File: src/rtl/hsv2rgb_pkg.sv
// Shared widths, constants and codes of the fixed-point HSV to RGB converter.
package hsv2rgb_pkg;

	// Field widths.
	localparam int ADC_WIDTH     = 12;
	localparam int CHANNEL_WIDTH = 8;

	// Parameter defaults.
	localparam int DEF_DEBOUNCE_LENGTH = 12;
	localparam int DEF_FRACTION_BITS   = 15;

	// Fixed constants of the color math.
	localparam int FULL_DEGREES    = 360;
	localparam int SEXTANT_DEGREES = 60;
	localparam int CHANNEL_MAX     = 255;

	// Register reset values.
	localparam logic [ADC_WIDTH-1:0] ADC_LOW_RESET  = 12'd120;
	localparam logic [ADC_WIDTH-1:0] ADC_HIGH_RESET = 12'd4095;

	// Configuration register indexes.
	typedef enum logic [0:0] {
		REG_ADC_LOW  = 1'b0,
		REG_ADC_HIGH = 1'b1
	} reg_index_t;

	// Hue sextant, named by the two hues that bound it.
	typedef enum logic [2:0] {
		SXT_RED_YELLOW    = 3'd0,
		SXT_YELLOW_GREEN  = 3'd1,
		SXT_GREEN_CYAN    = 3'd2,
		SXT_CYAN_BLUE     = 3'd3,
		SXT_BLUE_MAGENTA  = 3'd4,
		SXT_MAGENTA_RED   = 3'd5,
		SXT_NONE          = 3'd6
	} sextant_t;

endpackage

File: src/rtl/hsv2rgb_if.sv
// Valid/ready channel interfaces for the knob samples and the resulting color.

interface hsv2rgb_samples_if import hsv2rgb_pkg::*; ();
	logic                 valid;
	logic                 ready;
	logic [ADC_WIDTH-1:0] hue_sample;
	logic [ADC_WIDTH-1:0] saturation_sample;
	logic [ADC_WIDTH-1:0] value_sample;
	logic                 switch_level;

	modport source (
		output valid, hue_sample, saturation_sample, value_sample, switch_level,
		input  ready
	);
	modport sink (
		input  valid, hue_sample, saturation_sample, value_sample, switch_level,
		output ready
	);
endinterface

interface hsv2rgb_color_if import hsv2rgb_pkg::*; ();
	logic                     valid;
	logic                     ready;
	logic [CHANNEL_WIDTH-1:0] red;
	logic [CHANNEL_WIDTH-1:0] green;
	logic [CHANNEL_WIDTH-1:0] blue;
	logic                     light_on;

	modport source (
		output valid, red, green, blue, light_on,
		input  ready
	);
	modport sink (
		input  valid, red, green, blue, light_on,
		output ready
	);
endinterface

File: src/rtl/hsv_to_rgb_fixed_point_core.sv
// Fixed-point HSV to RGB converter core with a debounced light switch.

// The block takes one set of knob samples at a time and returns one color per set.
// Each item passes through phases set by the bit-serial restoring dividers, which
// produce one quotient bit per cycle: three lanes map the samples in parallel, then
// one lane divides the hue by sixty while a shift-add multiplier forms chroma one bit
// per cycle, and the same multiplier then forms the secondary component. A finished
// color waits in the output register, so the next samples are taken while it is still
// unclaimed. The debounce history is updated at each sample transfer; configuration
// writes take effect at once and should only be made while the block is idle.
module hsv_to_rgb_fixed_point_core
	import hsv2rgb_pkg::*;
#(
	parameter int DEBOUNCE_LENGTH = DEF_DEBOUNCE_LENGTH,
	parameter int FRACTION_BITS   = DEF_FRACTION_BITS
) (
	input  logic                 clk,
	input  logic                 arst_n,
	input  logic                 cfg_we,
	input  logic [0:0]           cfg_index,
	input  logic [ADC_WIDTH-1:0] cfg_data,
	hsv2rgb_samples_if.sink      samples,
	hsv2rgb_color_if.source      color
);

	// Derived widths.
	localparam int DVW = FRACTION_BITS + ADC_WIDTH + 1;   // dividend shift register
	localparam int RW  = ADC_WIDTH + 1;                   // partial remainder
	localparam int VW  = FRACTION_BITS + 1;               // Q fraction 0..one
	localparam int QW  = FRACTION_BITS + 3;               // scaled hue 0..6*one
	localparam int PW  = 2 * VW;                          // multiplier product
	localparam int CW  = $clog2(DVW);                     // step counter
	localparam int XW  = VW + 1;                          // channel sum
	localparam int SW  = XW + CHANNEL_WIDTH;              // scaled channel
	localparam int DW  = 9;                               // whole degrees 0..360

	typedef enum logic [4:0] {
		ST_IDLE = 5'b00001,
		ST_MAP  = 5'b00010,
		ST_HUE  = 5'b00100,
		ST_MULX = 5'b01000,
		ST_DONE = 5'b10000
	} state_t;

	state_t                   state_q;
	logic [CW-1:0]            cnt_q;
	logic [ADC_WIDTH-1:0]     adc_low_q;
	logic [ADC_WIDTH-1:0]     adc_high_q;
	logic [DEBOUNCE_LENGTH-1:0] hist_q;
	logic                     out_valid_q;

	logic [ADC_WIDTH-1:0]     den_q;
	logic                     empty_q;
	logic                     light_q;
	logic [DVW-1:0]           dv_q   [3];
	logic [RW-1:0]            rem_q  [3];
	logic [DVW-1:0]           quo_q  [3];
	logic [VW-1:0]            val_q;
	logic [VW-1:0]            chroma_q;
	logic [VW-1:0]            tri_q;
	sextant_t                 sxt_q;
	logic [VW-1:0]            mcand_q;
	logic [VW-1:0]            mpl_q;
	logic [PW-1:0]            prod_q;
	logic [CHANNEL_WIDTH-1:0] red_q;
	logic [CHANNEL_WIDTH-1:0] green_q;
	logic [CHANNEL_WIDTH-1:0] blue_q;
	logic                     light_out_q;

	logic                     in_xfer;
	logic                     out_load;
	logic                     map_last;
	logic                     hue_last;
	logic                     mulx_last;

	// Handshakes and phase ends.
	assign samples.ready = (state_q == ST_IDLE);
	assign in_xfer       = samples.valid && samples.ready;
	assign out_load      = (state_q == ST_DONE) && (!out_valid_q || color.ready);
	assign map_last      = (state_q == ST_MAP) && (cnt_q == CW'(DVW - 1));
	assign hue_last      = (state_q == ST_HUE) && (cnt_q == CW'(DVW - 1));
	assign mulx_last     = (state_q == ST_MULX) && (cnt_q == CW'(VW - 1));

	// Clamp the samples into range and take their offset from the low reading.
	logic [ADC_WIDTH-1:0] raw_s [3];
	logic [ADC_WIDTH-1:0] off_s [3];
	logic [ADC_WIDTH-1:0] clamp_s;
	logic [DEBOUNCE_LENGTH:0] hist_wide;
	logic [DEBOUNCE_LENGTH-1:0] hist_n;

	always_comb begin
		raw_s[0] = samples.hue_sample;
		raw_s[1] = samples.saturation_sample;
		raw_s[2] = samples.value_sample;
		clamp_s  = '0;
		for (int i = 0; i < 3; i++) begin
			if (raw_s[i] < adc_low_q) begin
				clamp_s = adc_low_q;
			end else if (raw_s[i] > adc_high_q) begin
				clamp_s = adc_high_q;
			end else begin
				clamp_s = raw_s[i];
			end
			off_s[i] = clamp_s - adc_low_q;
		end
		hist_wide = {hist_q, samples.switch_level};
		hist_n    = hist_wide[DEBOUNCE_LENGTH-1:0];
	end

	// One restoring division step per lane; lane zero divides by sixty in the hue phase.
	logic [ADC_WIDTH-1:0] lane_den [3];
	logic [RW-1:0]        trial    [3];
	logic [RW-1:0]        rem_n    [3];
	logic [DVW-1:0]       quo_n    [3];

	always_comb begin
		lane_den[0] = (state_q == ST_HUE) ? ADC_WIDTH'(SEXTANT_DEGREES) : den_q;
		lane_den[1] = den_q;
		lane_den[2] = den_q;
		for (int i = 0; i < 3; i++) begin
			trial[i] = {rem_q[i][RW-2:0], dv_q[i][DVW-1]};
			if (trial[i] >= {1'b0, lane_den[i]}) begin
				rem_n[i] = trial[i] - {1'b0, lane_den[i]};
				quo_n[i] = {quo_q[i][DVW-2:0], 1'b1};
			end else begin
				rem_n[i] = trial[i];
				quo_n[i] = {quo_q[i][DVW-2:0], 1'b0};
			end
		end
	end

	// Shift-add multiplier step, one multiplier bit per cycle.
	logic [VW:0]   mul_sum;
	logic [PW-1:0] prod_n;
	logic          mul_step;

	always_comb begin
		mul_sum  = {1'b0, prod_q[PW-1:VW]} + (mpl_q[0] ? {1'b0, mcand_q} : '0);
		prod_n   = {mul_sum, prod_q[VW-1:1]};
		mul_step = ((state_q == ST_HUE) && (cnt_q < CW'(VW))) || (state_q == ST_MULX);
	end

	// Mapped samples at the end of the mapping phase.
	logic [DW-1:0] deg_n;
	logic [VW-1:0] sat_n;
	logic [VW-1:0] val_n;

	always_comb begin
		deg_n = empty_q ? '0 : quo_n[0][DW-1:0];
		sat_n = empty_q ? '0 : quo_n[1][VW-1:0];
		val_n = empty_q ? '0 : quo_n[2][VW-1:0];
	end

	// Sextant and triangle weight from the scaled hue.
	logic [QW-1:0] hp;
	logic [VW-1:0] hmod;
	logic [VW-1:0] one_v;
	logic [VW-1:0] hdist;
	logic [VW-1:0] tri_n;
	sextant_t      sxt_n;

	always_comb begin
		hp    = quo_n[0][QW-1:0];
		one_v = VW'(1) << FRACTION_BITS;
		hmod  = hp[VW-1:0];
		hdist = (hmod >= one_v) ? (hmod - one_v) : (one_v - hmod);
		tri_n = one_v - hdist;
		if (hp <= (QW'(1) << FRACTION_BITS)) begin
			sxt_n = SXT_RED_YELLOW;
		end else if (hp <= (QW'(2) << FRACTION_BITS)) begin
			sxt_n = SXT_YELLOW_GREEN;
		end else if (hp <= (QW'(3) << FRACTION_BITS)) begin
			sxt_n = SXT_GREEN_CYAN;
		end else if (hp <= (QW'(4) << FRACTION_BITS)) begin
			sxt_n = SXT_CYAN_BLUE;
		end else if (hp <= (QW'(5) << FRACTION_BITS)) begin
			sxt_n = SXT_BLUE_MAGENTA;
		end else if (hp <= (QW'(6) << FRACTION_BITS)) begin
			sxt_n = SXT_MAGENTA_RED;
		end else begin
			sxt_n = SXT_NONE;
		end
	end

	// Channel order by sextant, offset by m and scaled to eight bits.
	logic [VW-1:0]            xv;
	logic [VW-1:0]            m_v;
	logic [VW-1:0]            base   [3];
	logic [XW-1:0]            chan   [3];
	logic [SW-1:0]            scaled [3];
	logic [CHANNEL_WIDTH-1:0] chan8  [3];

	always_comb begin
		xv      = prod_q[PW-2:FRACTION_BITS];
		m_v     = val_q - chroma_q;
		base[0] = '0;
		base[1] = '0;
		base[2] = '0;
		case (sxt_q)
			SXT_RED_YELLOW: begin
				base[0] = chroma_q;
				base[1] = xv;
			end
			SXT_YELLOW_GREEN: begin
				base[0] = xv;
				base[1] = chroma_q;
			end
			SXT_GREEN_CYAN: begin
				base[1] = chroma_q;
				base[2] = xv;
			end
			SXT_CYAN_BLUE: begin
				base[1] = xv;
				base[2] = chroma_q;
			end
			SXT_BLUE_MAGENTA: begin
				base[0] = xv;
				base[2] = chroma_q;
			end
			SXT_MAGENTA_RED: begin
				base[0] = chroma_q;
				base[2] = xv;
			end
			default: begin
				base[0] = '0;
			end
		endcase
		for (int i = 0; i < 3; i++) begin
			chan[i]   = XW'(base[i]) + XW'(m_v);
			scaled[i] = (({chan[i], {CHANNEL_WIDTH{1'b0}}} - SW'(chan[i])) >> FRACTION_BITS);
			if (scaled[i] > SW'(CHANNEL_MAX)) begin
				chan8[i] = CHANNEL_WIDTH'(CHANNEL_MAX);
			end else begin
				chan8[i] = scaled[i][CHANNEL_WIDTH-1:0];
			end
		end
	end

	// Control state: sequencer, counter, registers, debounce history, output valid.
	always_ff @(posedge clk or negedge arst_n) begin
		if (!arst_n) begin
			state_q     <= ST_IDLE;
			cnt_q       <= '0;
			adc_low_q   <= ADC_LOW_RESET;
			adc_high_q  <= ADC_HIGH_RESET;
			hist_q      <= '0;
			out_valid_q <= 1'b0;
		end else begin
			if (cfg_we) begin
				case (cfg_index)
					REG_ADC_LOW:  adc_low_q  <= cfg_data;
					REG_ADC_HIGH: adc_high_q <= cfg_data;
					default:      adc_low_q  <= adc_low_q;
				endcase
			end
			if (in_xfer) begin
				hist_q <= hist_n;
			end
			if (out_load) begin
				out_valid_q <= 1'b1;
			end else if (color.ready) begin
				out_valid_q <= 1'b0;
			end
			case (state_q)
				ST_IDLE: begin
					cnt_q <= '0;
					if (in_xfer) begin
						state_q <= ST_MAP;
					end
				end
				ST_MAP: begin
					cnt_q <= cnt_q + 1'b1;
					if (map_last) begin
						cnt_q   <= '0;
						state_q <= ST_HUE;
					end
				end
				ST_HUE: begin
					cnt_q <= cnt_q + 1'b1;
					if (hue_last) begin
						cnt_q   <= '0;
						state_q <= ST_MULX;
					end
				end
				ST_MULX: begin
					cnt_q <= cnt_q + 1'b1;
					if (mulx_last) begin
						cnt_q   <= '0;
						state_q <= ST_DONE;
					end
				end
				ST_DONE: begin
					if (out_load) begin
						state_q <= ST_IDLE;
					end
				end
				default: begin
					state_q <= ST_IDLE;
				end
			endcase
		end
	end

	// Datapath: divider lanes, multiplier and intermediate results.
	always_ff @(posedge clk) begin
		if (in_xfer) begin
			den_q    <= adc_high_q - adc_low_q;
			empty_q  <= (adc_high_q <= adc_low_q);
			light_q  <= &hist_n;
			dv_q[0]  <= DVW'(off_s[0]) * DVW'(FULL_DEGREES);
			dv_q[1]  <= DVW'(off_s[1]) << FRACTION_BITS;
			dv_q[2]  <= DVW'(off_s[2]) << FRACTION_BITS;
			for (int i = 0; i < 3; i++) begin
				rem_q[i] <= '0;
				quo_q[i] <= '0;
			end
		end else if (map_last) begin
			val_q    <= val_n;
			dv_q[0]  <= DVW'(deg_n) << FRACTION_BITS;
			rem_q[0] <= '0;
			quo_q[0] <= '0;
			mcand_q  <= val_n;
			mpl_q    <= sat_n;
			prod_q   <= '0;
		end else if ((state_q == ST_MAP) || (state_q == ST_HUE)) begin
			for (int i = 0; i < 3; i++) begin
				dv_q[i]  <= dv_q[i] << 1;
				rem_q[i] <= rem_n[i];
				quo_q[i] <= quo_n[i];
			end
		end
		if (hue_last) begin
			chroma_q <= prod_q[PW-2:FRACTION_BITS];
			tri_q    <= tri_n;
			sxt_q    <= sxt_n;
			mcand_q  <= prod_q[PW-2:FRACTION_BITS];
			mpl_q    <= tri_n;
			prod_q   <= '0;
		end else if (mul_step && !map_last) begin
			prod_q <= prod_n;
			mpl_q  <= mpl_q >> 1;
		end
		if (out_load) begin
			red_q       <= chan8[0];
			green_q     <= chan8[1];
			blue_q      <= chan8[2];
			light_out_q <= light_q;
		end
	end

	// Output channel.
	assign color.valid    = out_valid_q;
	assign color.red      = red_q;
	assign color.green    = green_q;
	assign color.blue     = blue_q;
	assign color.light_on = light_out_q;

	// A sample transfer always starts the mapping phase.
	assert property (@(posedge clk) disable iff (!arst_n)
		in_xfer |=> (state_q == ST_MAP))
	else $error("sample transfer did not start the mapping phase");

	// A color leaving the sequencer always lands in the output register.
	assert property (@(posedge clk) disable iff (!arst_n)
		out_load |=> (out_valid_q && (state_q == ST_IDLE)))
	else $error("finished color was not registered");

	// An empty converter range forces value to zero.
	assert property (@(posedge clk) disable iff (!arst_n)
		(map_last && empty_q) |=> (val_q == '0))
	else $error("empty range did not zero the value");

	// Chroma never exceeds value, so m cannot wrap.
	assert property (@(posedge clk) disable iff (!arst_n)
		(state_q == ST_MULX) |-> (chroma_q <= val_q))
	else $error("chroma above value");

	// The triangle weight stays within one.
	assert property (@(posedge clk) disable iff (!arst_n)
		(state_q == ST_MULX) |-> (tri_q <= (VW'(1) << FRACTION_BITS)))
	else $error("triangle weight above one");

endmodule

File: src/flat_wrapper.sv
// flat-port wrapper written by rule: the top's interface ports become plain ports
module hsv_to_rgb_fixed_point_core_flat import hsv2rgb_pkg::*;
#(
	parameter int DEBOUNCE_LENGTH = DEF_DEBOUNCE_LENGTH,
	parameter int FRACTION_BITS   = DEF_FRACTION_BITS
)
  (clk, arst_n, cfg_we, cfg_index, cfg_data, samples_valid, samples_hue_sample, samples_saturation_sample, samples_value_sample, samples_switch_level, samples_ready, color_valid, color_red, color_green, color_blue, color_light_on, color_ready);
  hsv2rgb_samples_if samples_i ();
  hsv2rgb_color_if color_i ();
  input  logic clk;
  input  logic arst_n;
  input  logic cfg_we;
  input  logic [0:0] cfg_index;
  input  logic [ADC_WIDTH-1:0] cfg_data;
  input wire logic [$bits(samples_i.valid)-1:0] samples_valid;
  input wire logic [$bits(samples_i.hue_sample)-1:0] samples_hue_sample;
  input wire logic [$bits(samples_i.saturation_sample)-1:0] samples_saturation_sample;
  input wire logic [$bits(samples_i.value_sample)-1:0] samples_value_sample;
  input wire logic [$bits(samples_i.switch_level)-1:0] samples_switch_level;
  output wire logic [$bits(samples_i.ready)-1:0] samples_ready;
  output wire logic [$bits(color_i.valid)-1:0] color_valid;
  output wire logic [$bits(color_i.red)-1:0] color_red;
  output wire logic [$bits(color_i.green)-1:0] color_green;
  output wire logic [$bits(color_i.blue)-1:0] color_blue;
  output wire logic [$bits(color_i.light_on)-1:0] color_light_on;
  input wire logic [$bits(color_i.ready)-1:0] color_ready;
  assign samples_i.valid = samples_valid;
  assign samples_i.hue_sample = samples_hue_sample;
  assign samples_i.saturation_sample = samples_saturation_sample;
  assign samples_i.value_sample = samples_value_sample;
  assign samples_i.switch_level = samples_switch_level;
  assign samples_ready = samples_i.ready;
  assign color_valid = color_i.valid;
  assign color_red = color_i.red;
  assign color_green = color_i.green;
  assign color_blue = color_i.blue;
  assign color_light_on = color_i.light_on;
  assign color_i.ready = color_ready;
  hsv_to_rgb_fixed_point_core #(.DEBOUNCE_LENGTH(DEBOUNCE_LENGTH), .FRACTION_BITS(FRACTION_BITS)) u_core (.clk(clk), .arst_n(arst_n), .cfg_we(cfg_we), .cfg_index(cfg_index), .cfg_data(cfg_data), .samples(samples_i), .color(color_i));
endmodule
File: config.mk
export PLATFORM = sky130hd
export DESIGN_NAME = hsv_to_rgb_fixed_point_core_flat
export DESIGN_NICKNAME = d
export VERILOG_FILES = /design/src/rtl/hsv2rgb_pkg.sv /design/src/rtl/hsv2rgb_if.sv /design/src/rtl/hsv_to_rgb_fixed_point_core.sv /design/src/flat_wrapper.sv
export SDC_FILE = /design/constraint.sdc
export NUM_CORES = 1
export LEC_CHECK = 0
export ABC_AREA = 1
export BUFFER_PORTS_ARGS = -buffer_cell sky130_fd_sc_hd__buf_2
export CAP_MARGIN = 15
export CELL_PAD_IN_SITES_DETAIL_PLACEMENT = 1
export CELL_PAD_IN_SITES_GLOBAL_PLACEMENT = 2
export CORE_ASPECT_RATIO = 1.1
export CORE_MARGIN = 3
export CORE_UTILIZATION = 39
export CTS_CLUSTER_DIAMETER = 60
export CTS_CLUSTER_SIZE = 24
export DETAILED_ROUTE_END_ITERATION = 8
export PLACE_DENSITY_LB_ADDON = 0.1
export SLEW_MARGIN = 30
export SYNTH_ARGS = -nofsm -noshare
export SYNTH_HDL_FRONTEND = slang
export SYNTH_SLANG_ARGS = --single-unit
File: constraint.sdc
create_clock -name clk -period 7 [get_ports clk]
set_clock_uncertainty 0.1 [all_clocks]
set_input_delay 1.05 -clock clk [delete_from_list [all_inputs] [get_ports clk]]
set_output_delay 1.05 -clock clk [all_outputs]
set_load 0.03 [all_outputs]
==> results.rst <==
.. list-table::
   :header-rows: 1

   * - Metric
     - Value
   * - Outcome
     - finished clean
   * - Highest achievable clock rate
     - between 0.15 and 0.2 GHz
   * - Maximum number of buffers from clock root to sink
     - 3
   * - Most used cell along the critical path
     - inv_1
   * - Clock slew at the register clock pins of the worst setup and hold paths
     - ~0.080 ns
   * - Nets@finish
     - between 3000 and 4000
   * - Number of synthesized flops with an enable pin
     - 240
   * - Drt first pass iters
     - 5
   * - DR WL met3
     - between 2 and 2.5 mm
   * - Uppermost routed layer
     - met5
   * - Final setup violating endpoints
     - 0
   * - Maximum ir drop on the vdd rail
     - approximately 0.85 mV
   * - Commonest non-fill, non-tap cell in the layout
     - nand2_1
   * - Final GP Congestion
     - between 0.9 and 1
   * - Average instance area after synthesis
     - ~7.8 um2
   * - Final Hold Vio Count
     - 0
   * - Post-route antenna net violation count
     - 0
   * - Maximum single-stage delay on the critical path
     - roughly 0.60 ns
   * - Horizontal die dimension
     - about 250 um
   * - Core utilization of the finished layout
     - 0.4399
   * - Num CTS Buffers
     - 31
   * - Syn_nets
     - 3712
   * - Worst Tran Pin Value
     - just over 0.9 ns
   * - Worst Setup End Kind
     - flip-flop
   * - I/O pin cnt
     - 82
   * - PD cells
     - a little over 500 nW/um2
   * - Least setup slack across all paths after layout
     - 0.5345 ns
   * - Total Power Consumption
     - roughly 15 mW
   * - Floorplan die area
     - about 70000 um2
   * - Final cycle utilization of the critical path
     - 0.9236
   * - Layout filler cell count
     - between 8000 and 9000
   * - Worst hold path class
     - flip-flop to flip-flop
   * - Total global routing overflow
     - 0
   * - Vias in the first global route
     - 24830
   * - Total GRT Usage
     - 0.2329
   * - Starting density of the core
     - 0.3969
   * - H-tree lvl count
     - 1
   * - Maximum fanout along the worst path
     - 6
   * - Clock tree root buffer cell
     - clkbuf_16
   * - Hold buffer count at cts
     - 0
   * - Number of max-cap violations
     - 0
   * - Crit Path Category
     - flip-flop to flip-flop
   * - Master of the slowest instance on the critical path
     - dfstp_2
   * - Row cnt
     - a little under 100
   * - Flip-flop cell with the highest count after synthesis
     - edfxtp_1
   * - Arrival time reported for the critical path endpoint
     - between 6 and 7 ns
   * - Initial antenna violation count
     - 8
   * - Fraction of layout cells with a size suffix above 1
     - 0.09387
   * - Time the final worst path needs with I/O delays and setup
     - about 6.5 ns
   * - Leading cell types in the layout, fill and taps excluded
     - nand2_1 (682), inv_1 (474), ha_1 (292)
   * - TritonCTS clock tree
     - built
   * - Total standard cell area after synthesis
     - between 20000 and 30000 um2
   * - Cell Area, Placed
     - between 20000 and 30000 um2
   * - Worst slack at placement
     - -0.04656 ns
   * - Kind of start point of the critical path
     - flip-flop
   * - Number of vias per cell
     - 5.373
   * - Yosys warns
     - 0
   * - Number of clock sinks
     - between 300 and 400
   * - DRC violation count after routing
     - 0
   * - Detailed router's first-iteration violation count
     - roughly 860
   * - Number of vias in the routed layout
     - between 20000 and 25000
   * - Clock network latency to the later pin of the worst-skew pair
     - roughly 0.6 ns
   * - Wl on met1
     - approximately 34 mm
   * - Worst relative slew slack
     - 0.3819
   * - Total detailed-routing wirelength
     - slightly above 80 mm
   * - Flop and latch count out of synthesis
     - 303
   * - Sequential area share after synthesis
     - 0.3349
   * - Reported leakage power
     - between 10 and 15 nW
   * - Core Region
     - roughly 66000 um2
   * - Synth unique cells
     - between 70 and 80
   * - Half-perimeter wire length after detailed placement
     - 65.75 mm
   * - Die extent in y
     - between 200 and 300 um
   * - Unrepaired setup endpoints after global routing
     - false
   * - Pins over their slew limit
     - 0
   * - Post-Syn Instances
     - 3342
   * - Post-route design area
     - slightly below 30000 um2
   * - Routed length on met2
     - 43.29 mm
   * - Routed wire per std cell
     - 19.00 um
   * - Crit path required time
     - approximately 7.2 ns
   * - Area Growth Syn to Fin
     - 10.81%
   * - Port Buffers
     - 81
   * - First-pass GRT wire length
     - roughly 130 mm
   * - Largest net degree at the start of global routing
     - 76
   * - Share of synthesized registers carrying an async set or reset
     - 0.1518
==> routing by layer <==
layer	vias to the layer above	global-route usage
met1	11262	0.2648
met3	149	0.02404
met4	8	0.07766
met5	-	0
met2	278	0.4491
li1	11553	-
==> synth_stat cells (17+ instances only) <==
master / instances / area [um2]
nand2_1: 685 / 2571
inv_1: 477 / 1790
ha_1: 292 / 3654
nor2_1: 280 / 1051
a21oi_1: 267 / 1336
edfxtp_1: 240 / 7207
o21ai_0: 228 / 1141
nand3_1: 170 / 850.8
xor2_1: 80 / 700.7
xnor2_1: 59 / 516.8
o22ai_1: 57 / 356.6
nand4_1: 54 / 337.8
clkbuf_1: 50 / 187.7
nor3_1: 30 / 150.1
dfrtp_1: 29 / 725.7
fa_1: 23 / 460.4
o21bai_1: 19 / 142.6
a31oi_1: 18 / 112.6
nand2_2: 18 / 112.6
a21o_1: 17 / 127.6
dfstp_2: 17 / 446.7
dfxtp_1: 17 / 340.3
==> state kept, by name (all words and copies together) (netlist names), 3 cells and up <==
register	count
u_core.cnt_q	5
u_core.chroma_q	16
u_core.color.green	8
u_core.sxt_q	3
u_core.prod_q	17
u_core.quo_q	47
u_core.rem_q	36
u_core.dv_q	51
u_core.adc_low_q	12
u_core.color.blue	8
u_core.hist_q	11
u_core.den_q	12
u_core.mpl_q	16
u_core.color.red	8
u_core.mcand_q	16
u_core.state_q	5
u_core.adc_high_q	12
u_core.val_q	16
==> path summary, 6_finish.rpt <==
kind	end	slack, ns	startpoint	cells after the start
worst max-delay path	u_core.dv_q[0][16]	0.53	u_core.adc_high_q[3]	31
worst min-delay path	u_core.color.light_on	0.35	u_core.light_q	0
worst max register to register	u_core.dv_q[0][16]	0.53	u_core.adc_high_q[3]	31
worst min register to register	u_core.color.light_on	0.35	u_core.light_q	0
max in group asynchronous	u_core.color.valid	5.87	arst_n	2
min in group asynchronous	u_core.adc_low_q[9]	0.45	arst_n	2
==> cell families (layout without fill, tap and decap cells) <==
group	count (synthesis)	after routing	synth area share
buffers and inverters	560	691	0.08183
flip-flops	303	303	0.3349
other	0	4	0
adder cells (fa/ha/maj)	315	315	0.1580
AO/OA/AOI/OAI	710	710	0.1562
AND/OR/NAND/NOR	1304	1304	0.2151
XOR/XNOR	150	150	0.05406
==> where the power goes <==
group,internal [mW],leakage (nW),switching (mW),total (mW)
combinational,3.79,10.1,6.02,9.81
sequential,3.03,2.92,0.299,3.33
clock,0.945,0.520,0.843,1.79
==> worst max-delay path, delay by kind of cell (launching register included) <==
family                   cells  cell delay, ns
buffers and inverters        7            0.62
flip-flops                   1            0.60
AO/OA/AOI/OAI                8            1.36
adder cells (fa/ha/maj)      6            2.35
XOR/XNOR                     2            0.37
AND/OR/NAND/NOR              8            0.79
==> timing repair <==
item / in CTS / in global routing
endpoints found under the setup margin: 0 / 5
buffers inserted: 0 / 5
gates resized for setup: 0 / 9
==> per-stage QoR <==
stage,TNS [ns],hold slack (ns),std cells
floorplan,0,0.3003,3342
CTS,0,0.3572,4318
finish,0,0.3453,4327
global route,0,0.3669,4327
detailed placement,-0.08969,0.3389,4260
global placement,0,0.3045,4260
==> layout make-up <==
cell class | count | area, um2 | share of cell area
sequential | 303 | 8720 | 0.3022
multi-input combinational | 2479 | 15250 | 0.5285
clock inverter | 23 | 296.5 | 0.01028
tap | 850 | 1064 | 0.03686
clock buffer | 35 | 800.8 | 0.02775
antenna | 4 | 10.01 | 0.0003469
timing repair buffer | 142 | 863.3 | 0.02992
inverter | 491 | 1851 | 0.06413
Power figures use the tool's default switching activity.
